File: src/design/sfp_pkg.sv
// shared types, constants and the crc step for the sync frame parser
`default_nettype none

package sfp_pkg;

    localparam int QUEUE_DEPTH = 2;

    // register indexes on the configuration port
    localparam int CFG_INDEX_W = 2;
    localparam logic [CFG_INDEX_W-1:0] REG_PLAUS_LOW  = 2'd0;
    localparam logic [CFG_INDEX_W-1:0] REG_PLAUS_HIGH = 2'd1;
    localparam logic [CFG_INDEX_W-1:0] REG_LIVE_MIN   = 2'd2;
    localparam int CFG_DATA_W = 16;

    localparam logic [15:0] PLAUS_LOW_RST  = 16'd1000;
    localparam logic [15:0] PLAUS_HIGH_RST = 16'd3500;
    localparam logic [6:0]  LIVE_MIN_RST   = 7'd4;

    localparam logic [7:0] SYNC_FIRST  = 8'hFA;
    localparam logic [7:0] SYNC_SECOND = 8'hFD;
    localparam logic [7:0] MARK_HEAD   = 8'hFF;
    localparam logic [7:0] MARK_TAIL   = 8'hFE;
    localparam logic [7:0] OPC_LIVE    = 8'h21;
    localparam logic [7:0] OPC_PHASE   = 8'h22;
    localparam logic [7:0] MIN_LEN     = 8'd6;
    localparam logic [7:0] LIVE_MIN_LEN = 8'd24;
    localparam logic [7:0] CRC_INIT    = 8'hB8;
    localparam logic [7:0] CRC_POLY    = 8'h9C;
    localparam logic [7:0] CRC_XOUT    = 8'hFF;
    localparam logic [6:0] TALLY_MAX   = 7'd127;

    // frame positions
    localparam logic [7:0] POS_MARK_HEAD = 8'd3;
    localparam logic [7:0] POS_OPCODE    = 8'd4;
    localparam logic [7:0] POS_PAIR_MIN  = 8'd6;
    localparam logic [7:0] POS_LEN_DONE  = 8'd3;

    typedef enum logic [1:0] {
        CMD_DATA      = 2'd0,
        CMD_EOT       = 2'd1,
        CMD_BUS_RESET = 2'd2,
        CMD_UNUSED    = 2'd3
    } cmd_t;

    typedef enum logic [1:0] {
        OP_DATA  = 2'd0,
        OP_EOT   = 2'd1,
        OP_CLEAR = 2'd2
    } op_kind_t;

    typedef enum logic [1:0] {
        REPORT_DONE    = 2'd0,
        REPORT_BAD_LEN = 2'd1,
        REPORT_TRUNC   = 2'd2
    } report_kind_t;

    typedef enum logic [1:0] {
        PH_HUNT  = 2'd0,
        PH_SYNC2 = 2'd1,
        PH_LEN   = 2'd2,
        PH_BODY  = 2'd3
    } phase_t;

    // one classified beat on its way from front to back
    typedef struct packed {
        op_kind_t    kind;
        logic [7:0]  data;
        logic        is_sync_first;
        logic        is_sync_second;
        logic        is_mark_head;
        logic        is_mark_tail;
        logic        short_len;
    } op_t;

    typedef struct packed {
        report_kind_t kind;
        logic [7:0]   opcode;
        logic [7:0]   frame_length;
        logic         sum_ok;
        logic         markers_ok;
        logic [7:0]   crc_value;
        logic         crc_ok;
        logic         frame_valid;
        logic         phase_change;
        logic         live_values;
        logic [6:0]   plausible_count;
        logic [7:0]   bytes_received;
    } result_t;

    typedef struct packed {
        logic [15:0] plaus_low;
        logic [15:0] plaus_high;
        logic [6:0]  live_min;
    } cfg_t;

    // reflected crc-8, one byte
    function automatic logic [7:0] crc8_step(input logic [7:0] crc, input logic [7:0] b);
        logic [7:0] c;
        c = crc ^ b;
        for (int k = 0; k < 8; k++)
        begin
            c = c[0] ? ((c >> 1) ^ CRC_POLY) : (c >> 1);
        end
        return c;
    endfunction

endpackage

`default_nettype wire

File: src/design/sfp_front.sv
// front end: takes stream beats and classifies them for the parser
`default_nettype none

module sfp_front (
    input  wire logic          s_tvalid,
    output logic               s_tready,
    input  wire logic [1:0]    s_tuser,   // command
    input  wire logic [7:0]    s_tdata,   // data_byte
    input  wire logic          q_full,
    output logic               q_push,
    output sfp_pkg::op_t       q_op
);

    sfp_pkg::cmd_t cmd;

    assign cmd      = sfp_pkg::cmd_t'(s_tuser);
    assign s_tready = !q_full;

    always_comb
    begin
        q_op.data           = s_tdata;
        q_op.is_sync_first  = (s_tdata == sfp_pkg::SYNC_FIRST);
        q_op.is_sync_second = (s_tdata == sfp_pkg::SYNC_SECOND);
        q_op.is_mark_head   = (s_tdata == sfp_pkg::MARK_HEAD);
        q_op.is_mark_tail   = (s_tdata == sfp_pkg::MARK_TAIL);
        q_op.short_len      = (s_tdata < sfp_pkg::MIN_LEN);
        q_op.kind           = sfp_pkg::OP_DATA;
        q_push              = s_tvalid && !q_full;
        unique case (cmd)
            sfp_pkg::CMD_DATA:      q_op.kind = sfp_pkg::OP_DATA;
            sfp_pkg::CMD_EOT:       q_op.kind = sfp_pkg::OP_EOT;
            sfp_pkg::CMD_BUS_RESET: q_op.kind = sfp_pkg::OP_CLEAR;
            // unused command is taken and dropped here
            default:                q_push    = 1'b0;
        endcase
    end

endmodule

`default_nettype wire

File: src/design/sfp_queue.sv
// small fifo of classified beats between front and back
`default_nettype none

module sfp_queue #(
    parameter int DEPTH = sfp_pkg::QUEUE_DEPTH
) (
    input  wire logic          clk,
    input  wire logic          rst_n,
    input  wire logic          push,
    input  wire sfp_pkg::op_t  push_op,
    output logic               full,
    input  wire logic          pop,
    output logic               head_valid,
    output sfp_pkg::op_t       head_op
);

    localparam int PTR_W = (DEPTH > 1) ? $clog2(DEPTH) : 1;
    localparam int CNT_W = $clog2(DEPTH + 1);
    localparam logic [PTR_W-1:0] PTR_LAST = PTR_W'(DEPTH - 1);
    localparam logic [CNT_W-1:0] CNT_FULL = CNT_W'(DEPTH);

    sfp_pkg::op_t     mem_reg [DEPTH];
    logic [PTR_W-1:0] wr_ptr_reg, wr_ptr_next;
    logic [PTR_W-1:0] rd_ptr_reg, rd_ptr_next;
    logic [CNT_W-1:0] count_reg, count_next;

    assign full       = (count_reg == CNT_FULL);
    assign head_valid = (count_reg != '0);
    assign head_op    = mem_reg[rd_ptr_reg];

    always_comb
    begin
        wr_ptr_next = wr_ptr_reg;
        rd_ptr_next = rd_ptr_reg;
        count_next  = count_reg;
        if (push)
        begin
            wr_ptr_next = (wr_ptr_reg == PTR_LAST) ? '0 : wr_ptr_reg + 1'b1;
        end
        if (pop)
        begin
            rd_ptr_next = (rd_ptr_reg == PTR_LAST) ? '0 : rd_ptr_reg + 1'b1;
        end
        if (push && !pop)
        begin
            count_next = count_reg + 1'b1;
        end
        else if (pop && !push)
        begin
            count_next = count_reg - 1'b1;
        end
    end

    always_ff @(posedge clk or negedge rst_n)
    begin
        if (!rst_n)
        begin
            wr_ptr_reg <= '0;
            rd_ptr_reg <= '0;
            count_reg  <= '0;
        end
        else
        begin
            wr_ptr_reg <= wr_ptr_next;
            rd_ptr_reg <= rd_ptr_next;
            count_reg  <= count_next;
        end
    end

    always_ff @(posedge clk)
    begin
        if (push)
        begin
            mem_reg[wr_ptr_reg] <= push_op;
        end
    end

endmodule

`default_nettype wire

File: src/design/sfp_back.sv
// back end: frame parser state machine, running checks and result register
`default_nettype none

module sfp_back (
    input  wire logic          clk,
    input  wire logic          rst_n,
    input  wire sfp_pkg::cfg_t cfg,
    input  wire logic          q_valid,
    input  wire sfp_pkg::op_t  q_op,
    output logic               q_pop,
    output logic               m_tvalid,
    input  wire logic          m_tready,
    output sfp_pkg::result_t   result
);

    sfp_pkg::phase_t  phase_reg, phase_next;
    logic [7:0]       idx_reg, idx_next;
    logic [7:0]       len_reg, len_next;
    logic [7:0]       sum_reg, sum_next;
    logic [7:0]       crc_reg, crc_next;
    logic [7:0]       opc_reg, opc_next;
    logic             marker_reg, marker_next;
    logic [7:0]       prev_reg, prev_next;
    logic [6:0]       tally_reg, tally_next;
    logic             out_valid_reg, out_valid_next;
    sfp_pkg::result_t res_reg, res_next;

    logic             go;
    logic [7:0]       b;
    logic [8:0]       idx_p2;
    logic [8:0]       len9;
    logic [7:0]       idx_inc;
    logic [7:0]       body_sum;
    logic [7:0]       body_crc;
    logic [7:0]       body_opc;
    logic             body_marker;
    logic [6:0]       body_tally;
    logic [15:0]      pair_val;
    logic             pair_hit;
    logic [7:0]       crc_final;
    logic             body_valid;
    logic             live_check;

    // a beat moves on whenever the result slot is free or being drained
    assign go       = q_valid && (!out_valid_reg || m_tready);
    assign q_pop    = go;
    assign m_tvalid = out_valid_reg;
    assign result   = res_reg;
    assign b        = q_op.data;

    // per-byte updates while collecting the frame body
    always_comb
    begin
        idx_p2   = {1'b0, idx_reg} + 9'd2;
        len9     = {1'b0, len_reg};
        idx_inc  = idx_reg + 8'd1;
        body_sum = sum_reg + b;
        body_crc = ((idx_reg >= sfp_pkg::POS_OPCODE) && (idx_p2 <= len9))
                   ? sfp_pkg::crc8_step(crc_reg, b) : crc_reg;
        body_opc = (idx_reg == sfp_pkg::POS_OPCODE) ? b : opc_reg;
        body_marker = marker_reg;
        if (idx_reg == sfp_pkg::POS_MARK_HEAD)
        begin
            body_marker = q_op.is_mark_head;
        end
        if ((idx_p2 == len9) && !q_op.is_mark_tail)
        begin
            body_marker = 1'b0;
        end
        // little-endian pair ends on an even index, tail marker and crc excluded
        pair_val = {b, prev_reg};
        pair_hit = (idx_reg >= sfp_pkg::POS_PAIR_MIN) && !idx_reg[0] && (idx_p2 < len9)
                   && (pair_val >= cfg.plaus_low) && (pair_val <= cfg.plaus_high)
                   && (tally_reg < sfp_pkg::TALLY_MAX);
        body_tally = pair_hit ? tally_reg + 7'd1 : tally_reg;
        crc_final  = body_crc ^ sfp_pkg::CRC_XOUT;
        body_valid = (body_sum == 8'd0) && body_marker;
        live_check = body_valid && (body_opc == sfp_pkg::OPC_LIVE)
                     && (len_reg >= sfp_pkg::LIVE_MIN_LEN);
    end

    always_comb
    begin
        phase_next     = phase_reg;
        idx_next       = idx_reg;
        len_next       = len_reg;
        sum_next       = sum_reg;
        crc_next       = crc_reg;
        opc_next       = opc_reg;
        marker_next    = marker_reg;
        prev_next      = prev_reg;
        tally_next     = tally_reg;
        res_next       = res_reg;
        out_valid_next = out_valid_reg && !m_tready;

        if (go)
        begin
            res_next = '0;
            case (q_op.kind)
                sfp_pkg::OP_CLEAR:
                begin
                    phase_next = sfp_pkg::PH_HUNT;
                end
                sfp_pkg::OP_EOT:
                begin
                    if (phase_reg != sfp_pkg::PH_HUNT)
                    begin
                        res_next.kind           = sfp_pkg::REPORT_TRUNC;
                        res_next.frame_length   = len_reg;
                        res_next.bytes_received = idx_reg;
                        out_valid_next          = 1'b1;
                        phase_next              = sfp_pkg::PH_HUNT;
                    end
                end
                sfp_pkg::OP_DATA:
                begin
                    unique case (phase_reg)
                        sfp_pkg::PH_HUNT:
                        begin
                            if (q_op.is_sync_first)
                            begin
                                phase_next = sfp_pkg::PH_SYNC2;
                            end
                        end
                        sfp_pkg::PH_SYNC2:
                        begin
                            if (q_op.is_sync_second)
                            begin
                                phase_next = sfp_pkg::PH_LEN;
                                idx_next   = 8'd2;
                                sum_next   = body_sum;
                            end
                            else if (!q_op.is_sync_first)
                            begin
                                phase_next = sfp_pkg::PH_HUNT;
                            end
                            // a repeated first sync byte keeps the hunt one step in
                        end
                        sfp_pkg::PH_LEN:
                        begin
                            if (q_op.short_len)
                            begin
                                res_next.kind           = sfp_pkg::REPORT_BAD_LEN;
                                res_next.frame_length   = b;
                                res_next.bytes_received = sfp_pkg::POS_LEN_DONE;
                                out_valid_next          = 1'b1;
                                phase_next              = sfp_pkg::PH_HUNT;
                            end
                            else
                            begin
                                phase_next = sfp_pkg::PH_BODY;
                                len_next   = b;
                                idx_next   = 8'd3;
                                sum_next   = body_sum;
                            end
                        end
                        sfp_pkg::PH_BODY:
                        begin
                            sum_next    = body_sum;
                            crc_next    = body_crc;
                            opc_next    = body_opc;
                            marker_next = body_marker;
                            tally_next  = body_tally;
                            prev_next   = b;
                            idx_next    = idx_inc;
                            if (idx_inc >= len_reg)
                            begin
                                res_next.kind            = sfp_pkg::REPORT_DONE;
                                res_next.opcode          = body_opc;
                                res_next.frame_length    = len_reg;
                                res_next.sum_ok          = (body_sum == 8'd0);
                                res_next.markers_ok      = body_marker;
                                res_next.crc_value       = crc_final;
                                res_next.crc_ok          = (crc_final == b);
                                res_next.frame_valid     = body_valid;
                                res_next.phase_change    = body_valid
                                                           && (body_opc == sfp_pkg::OPC_PHASE);
                                res_next.live_values     = live_check
                                                           && (body_tally >= cfg.live_min);
                                res_next.plausible_count = live_check ? body_tally : 7'd0;
                                res_next.bytes_received  = idx_inc;
                                out_valid_next           = 1'b1;
                                phase_next               = sfp_pkg::PH_HUNT;
                            end
                        end
                        default:
                        begin
                            phase_next = sfp_pkg::PH_HUNT;
                        end
                    endcase
                end
                default:
                begin
                    phase_next = phase_reg;
                end
            endcase

            // leaving for the hunt or a fresh start clears the frame state
            if (phase_next == sfp_pkg::PH_HUNT
                || (phase_next == sfp_pkg::PH_SYNC2 && q_op.kind == sfp_pkg::OP_DATA))
            begin
                idx_next    = (phase_next == sfp_pkg::PH_SYNC2) ? 8'd1 : 8'd0;
                sum_next    = (phase_next == sfp_pkg::PH_SYNC2) ? sfp_pkg::SYNC_FIRST : 8'd0;
                len_next    = 8'd0;
                crc_next    = sfp_pkg::CRC_INIT;
                opc_next    = 8'd0;
                marker_next = 1'b0;
                prev_next   = 8'd0;
                tally_next  = 7'd0;
            end
        end
    end

    always_ff @(posedge clk or negedge rst_n)
    begin
        if (!rst_n)
        begin
            phase_reg     <= sfp_pkg::PH_HUNT;
            idx_reg       <= 8'd0;
            len_reg       <= 8'd0;
            sum_reg       <= 8'd0;
            crc_reg       <= sfp_pkg::CRC_INIT;
            opc_reg       <= 8'd0;
            marker_reg    <= 1'b0;
            prev_reg      <= 8'd0;
            tally_reg     <= 7'd0;
            out_valid_reg <= 1'b0;
        end
        else
        begin
            phase_reg     <= phase_next;
            idx_reg       <= idx_next;
            len_reg       <= len_next;
            sum_reg       <= sum_next;
            crc_reg       <= crc_next;
            opc_reg       <= opc_next;
            marker_reg    <= marker_next;
            prev_reg      <= prev_next;
            tally_reg     <= tally_next;
            out_valid_reg <= out_valid_next;
        end
    end

    always_ff @(posedge clk)
    begin
        res_reg <= res_next;
    end

endmodule

`default_nettype wire

File: src/design/sync_frame_parser_with_checks_top.sv
// top level of the sync frame parser: config registers, front, queue, back
//
// Usage:
//   s_* carries one stream event per beat: s_tuser is the command (data byte,
//   end of short transfer, bus reset) and s_tdata the received byte. m_* carries
//   at most one report per event: m_tuser is the report kind (frame complete,
//   length rejected, frame truncated), m_tdata the checks and counters.
//   The parser hunts for FA FD, takes a length byte and tracks the sum, crc-8,
//   markers and plausible pairs byte by byte, reporting on the last byte.
//   Reports are registered: a taken beat is written into the queue, and the parser
//   reads the queue head and loads the result register.
//   Throughput: one beat per cycle while the result slot is free or being drained.
//   Configuration (cfg_we/cfg_index/cfg_data) is to be written by the user while
//   the block idles; the block itself does not enforce this. Reset clears the
//   parser to hunting, empties the queue and restores the plausible range
//   1000..3500 and live minimum 4. If m_tready is low the result register holds;
//   the queue then fills and s_tready drops after at most QUEUE_DEPTH more beats.
`default_nettype none

module sync_frame_parser_with_checks_top #(
    parameter int QUEUE_DEPTH = sfp_pkg::QUEUE_DEPTH
) (
    input  wire logic                               clk,
    input  wire logic                               rst_n,
    input  wire logic                               s_tvalid,
    output logic                                    s_tready,
    input  wire logic [1:0]                         s_tuser,   // command
    input  wire logic [7:0]                         s_tdata,   // data_byte
    output logic                                    m_tvalid,
    input  wire logic                               m_tready,
    output logic [1:0]                              m_tuser,   // report_kind
    // opcode, frame_length, sum_ok, markers_ok, crc_value, crc_ok, frame_valid,
    // phase_change, live_values, plausible_count, bytes_received, zero pad
    output logic [47:0]                             m_tdata,
    input  wire logic                               cfg_we,
    input  wire logic [sfp_pkg::CFG_INDEX_W-1:0]    cfg_index,
    input  wire logic [sfp_pkg::CFG_DATA_W-1:0]     cfg_data
);

    sfp_pkg::cfg_t    cfg_reg;
    sfp_pkg::op_t     push_op;
    sfp_pkg::op_t     head_op;
    sfp_pkg::result_t result;
    logic             q_push;
    logic             q_full;
    logic             q_pop;
    logic             q_valid;

    always_ff @(posedge clk or negedge rst_n)
    begin
        if (!rst_n)
        begin
            cfg_reg.plaus_low  <= sfp_pkg::PLAUS_LOW_RST;
            cfg_reg.plaus_high <= sfp_pkg::PLAUS_HIGH_RST;
            cfg_reg.live_min   <= sfp_pkg::LIVE_MIN_RST;
        end
        else if (cfg_we)
        begin
            case (cfg_index)
                sfp_pkg::REG_PLAUS_LOW:  cfg_reg.plaus_low  <= cfg_data;
                sfp_pkg::REG_PLAUS_HIGH: cfg_reg.plaus_high <= cfg_data;
                sfp_pkg::REG_LIVE_MIN:   cfg_reg.live_min   <= cfg_data[6:0];
                default:                 cfg_reg            <= cfg_reg;
            endcase
        end
    end

    sfp_front u_front (
        .s_tvalid (s_tvalid),
        .s_tready (s_tready),
        .s_tuser  (s_tuser),
        .s_tdata  (s_tdata),
        .q_full   (q_full),
        .q_push   (q_push),
        .q_op     (push_op)
    );

    sfp_queue #(
        .DEPTH (QUEUE_DEPTH)
    ) u_queue (
        .clk        (clk),
        .rst_n      (rst_n),
        .push       (q_push),
        .push_op    (push_op),
        .full       (q_full),
        .pop        (q_pop),
        .head_valid (q_valid),
        .head_op    (head_op)
    );

    sfp_back u_back (
        .clk      (clk),
        .rst_n    (rst_n),
        .cfg      (cfg_reg),
        .q_valid  (q_valid),
        .q_op     (head_op),
        .q_pop    (q_pop),
        .m_tvalid (m_tvalid),
        .m_tready (m_tready),
        .result   (result)
    );

    assign m_tuser = result.kind;
    assign m_tdata = {3'b000,
                      result.bytes_received,
                      result.plausible_count,
                      result.live_values,
                      result.phase_change,
                      result.frame_valid,
                      result.crc_ok,
                      result.crc_value,
                      result.markers_ok,
                      result.sum_ok,
                      result.frame_length,
                      result.opcode};

    // queue never written while full
    a_no_overflow: assert property (@(posedge clk) disable iff (!rst_n)
        q_push |-> !q_full)
        else $error("queue written while full");

    // parser only steps on a queued beat
    a_pop_nonempty: assert property (@(posedge clk) disable iff (!rst_n)
        q_pop |-> q_valid)
        else $error("queue popped while empty");

    // a frame cannot be both a phase change and a live reading
    a_flags_exclusive: assert property (@(posedge clk) disable iff (!rst_n)
        m_tvalid |-> !(m_tdata[28] && m_tdata[29]))
        else $error("phase change and live values both set");

    // a report that was stalled is not dropped
    a_hold_on_stall: assert property (@(posedge clk) disable iff (!rst_n)
        (m_tvalid && !m_tready) |=> (m_tvalid && !q_pop || m_tvalid))
        else $error("stalled report dropped");

endmodule

`default_nettype wire
File: config.mk
export PLATFORM = sky130hd
export DESIGN_NAME = sync_frame_parser_with_checks_top
export DESIGN_NICKNAME = d
export VERILOG_FILES = /design/src/design/sfp_pkg.sv /design/src/design/sfp_front.sv /design/src/design/sfp_queue.sv /design/src/design/sfp_back.sv /design/src/design/sync_frame_parser_with_checks_top.sv
export SDC_FILE = /design/constraint.sdc
export NUM_CORES = 1
export LEC_CHECK = 0
export ABC_AREA = 0
export ABC_CLOCK_PERIOD_IN_PS = 5700
export BUFFER_PORTS_ARGS = -buffer_cell sky130_fd_sc_hd__buf_2
export CORE_MARGIN = 2
export CORE_UTILIZATION = 25
export DETAILED_ROUTE_END_ITERATION = 6
export PLACE_DENSITY = 0.42
export SKIP_CTS_REPAIR_TIMING = 1
export SYNTH_ARGS = -nofsm -noshare
export SYNTH_HDL_FRONTEND = slang
export SYNTH_SLANG_ARGS = --single-unit
File: constraint.sdc
create_clock -name clk -period 5.7 [get_ports clk]
set_clock_uncertainty 0.05 [all_clocks]
set_input_delay 1.14 -clock clk [delete_from_list [all_inputs] [get_ports clk]]
set_output_delay 1.14 -clock clk [all_outputs]
set_load 0.02 [all_outputs]
==> impl_metrics.json <==
{
  "grt_use_total": 0.1431,
  "dr.pass1.iters": 4,
  "clk_pin_slew_ps": 70,
  "drive_gt1_frac": 0.1955,
  "p_per_area_nw_per_um2": 504.0,
  "crit_path_end_kind": "flop",
  "grt_pass1_wl_mm": 45.45,
  "final_net_count": 1161,
  "syn_to_final_growth_pct": 16.23,
  "holdCritStartpoint": "u_back.prev_reg[0]",
  "worstPathMaxFanout": 18,
  "drcViolationCount": 0,
  "status": "finished clean",
  "grt-ovfl-total": 0,
  "wl_mm": 29.49,
  "port-buffer-count": 81,
  "r2r-start": "u_queue.rd_ptr_reg",
  "reg2reg_to": "u_back.result[15]",
  "cp_data_arrival_time_ps": 5000,
  "layout_min_cycle_time_ps": 4862,
  "coreArea_um2": 40010,
  "crit_type": "reg2reg",
  "yosysWarnings": 0,
  "fp.dieW_um": 205.9,
  "tightest_slew_ps": 1063,
  "r2r_cells": 21,
  "ys_ff_latch": 179,
  "dp_slack_ps": 870.3,
  "io_pins": 85,
  "cts-root-buf": "clkbuf_16",
  "htreeDepth": 4,
  "fmax_mhz": 205.7,
  "leakagePower_nw": 5.090,
  "cp-startpoint": "u_queue.rd_ptr_reg",
  "grt_max_degree": 66,
  "yosysTopAreaCellShare": 0.2268,
  "synth.yosys.seq_area_share": 0.4794,
  "dp.cells": 1562,
  "hp-class": "reg2reg",
  "fillers": 4219,
  "dpl.hpwl_mm": 21.92,
  "critPathCapture": "u_back.result[15]",
  "yosysTopAreaCell": "edfxtp_1",
  "worstSkewPairLatency_ps": 450,
  "setup_viol": 0,
  "post-route-period-util": 0.8530,
  "cts_buffer_depth": 2,
  "synth_area_um2": 10190,
  "cts_num_sinks": 179,
  "synth_common_cells": "nand2_1, dfrtp_1, inv_1",
  "max_cap_violations": 0,
  "vias": 7466,
  "yosys-top-cells-area": "edfxtp_1, dfrtp_1, ha_1, dfstp_2, nand2_1",
  "drt_iter0_drc": 430,
  "die_area_um2": 42410,
  "wl_per_cell_um": 18.50,
  "fp.dieH_um": 205.9,
  "viasPerCell": 4.684,
  "slew_violations": 0,
  "crit_required_ps": 5840,
  "crit_slowest_cell": "dfrtp_1",
  "vdd.ir_drop.worst_mv": 0.1989,
  "antenna_found_initial": 0,
  "synth-main-ff-cell": "dfrtp_1",
  "grt_setup_unrepaired": "no",
  "ys_async_sr_fraction": 0.5698,
  "grt_pass1_vias": 7443,
  "num_rows": 73,
  "synth-edff-count": 77,
  "hold_viol_final": 0,
  "synthCells": 974,
  "start_util": 0.2548,
  "cp_common_cell": "a21o_1",
  "yosysMostFrequentCell": "nand2_1",
  "fin_cells": 1594,
  "cpPeakStageDelay_ps": 880,
  "diodes": 0,
  "worstPathCellList": "mux2i_4 -> inv_1 -> ha_1 -> a21o_1 -> a21o_1 -> a21oi_1 -> o21ai_0 -> a31oi_1 -> nor3_2 -> buf_4 -> xnor2_1 -> ha_1 -> nand2b_1 -> a21o_1 -> a21o_1 -> a21oi_1 -> nor2b_1 -> o21ai_0 -> nand2b_1 -> a21oi_1 -> nor2_1",
  "postSynthAreaPerCell_um2": 10.47,
  "totalPowerFinal_mw": 5.972,
  "worstSetupStartpointType": "flop",
  "largest_reg_flops": 47,
  "ys_types": 73,
  "fin_ws_ps": 838.1,
  "ant_nets": 0,
  "setup_tns_ps": 0,
  "cts_buffers": 17,
  "place_congestion": 0.8426,
  "rrSetupSlack_ps": 840,
  "slew_headroom": 0.2863,
  "cts_tree": "built"
}
[layer usage]
layer / GRT usage / wire (um) / share of wire
met1: 0.1944 / 14070 / 0.48
met2: 0.2348 / 14070 / 0.48
met3: 0.02271 / 910 / 0.031
met5: 0 / 0 / 0
met4: 0.04133 / 437 / 0.015
[layout make-up]
type	count	area [um2]	share of cell area
clock inverter	15	182.7	0.01542
sequential	179	4887	0.4125
tap	525	656.9	0.05544
multi-input combinational	676	4830	0.4076
inverter	80	300.3	0.02535
clock buffer	17	425.4	0.03591
timing repair buffer	102	565.5	0.04773
[worst min-delay path by stage]
stage	depth (start not counted)	end	slack, ps
6_report	2	u_back.prev_reg[0]	440
4_1_cts	2	u_back.prev_reg[0]	440
3_3_place_gp	2	u_back.prev_reg[0]	420
2_1_floorplan	2	u_back.marker_reg	400
5_1_grt	1	cfg_reg[16]	470
3_5_place_dp	2	u_back.prev_reg[0]	430
[power by group]
group | total [mW] | internal [mW] | switching, mW
Combinational | 2.78 | 0.969 | 1.81
Sequential | 1.94 | 1.74 | 0.193
Clock | 1.25 | 0.695 | 0.556
[layout by cell type, fill, tap and decap left out, types with 26 or more instances in the layout]
cell type    n
o21ai_0     67
nor2_1      54
buf_2       80
dfrtp_1     84
nand2_1    100
edfxtp_1    77
xnor2_1     37
ha_1        71
mux2_2      26
a21oi_1     39
inv_1       79
[metrics by stage]
| stage | utilization | cell area, um2 | hold slack, ps |
|---|---|---|---|
| final | 0.2961 | 11850 | 441.8 |
| after floorplan | - | 10200 | 398.8 |
| after detailed placement | 0.2809 | 11240 | 429.5 |
| after global placement | 0.2809 | 11240 | 420.6 |
| after CTS | 0.2961 | 11850 | 445.0 |
| after global routing | 0.2961 | 11850 | 467.7 |
[kinds of logic (layout without fill, tap and decap cells)]
logic type	count (synthesis)	count (layout)	synth area share
and+or+nand+nor	269	269	0.1283
AOI/OAI and AO/OA	231	231	0.1462
DFF	179	179	0.4794
buffers and inverters	121	214	0.04824
adders and majority gates	72	72	0.08911
xor gates and xnor gates	62	62	0.05965
muxes	39	39	0.04873
other	1	3	0.0003679
[worst max-delay path: cells and delay by family, from the launching register on]
kind | cells | cell delay [ps]
multiplexers | 1 | 350
adder cells (fa/ha/maj) | 2 | 590
buffers and inverters | 2 | 340
flip-flops | 1 | 880
XOR/XNOR | 1 | 250
AND/OR/NAND/NOR | 5 | 370
AO/OA/AOI/OAI | 10 | 1790
(Power assumes the default switching activity.)
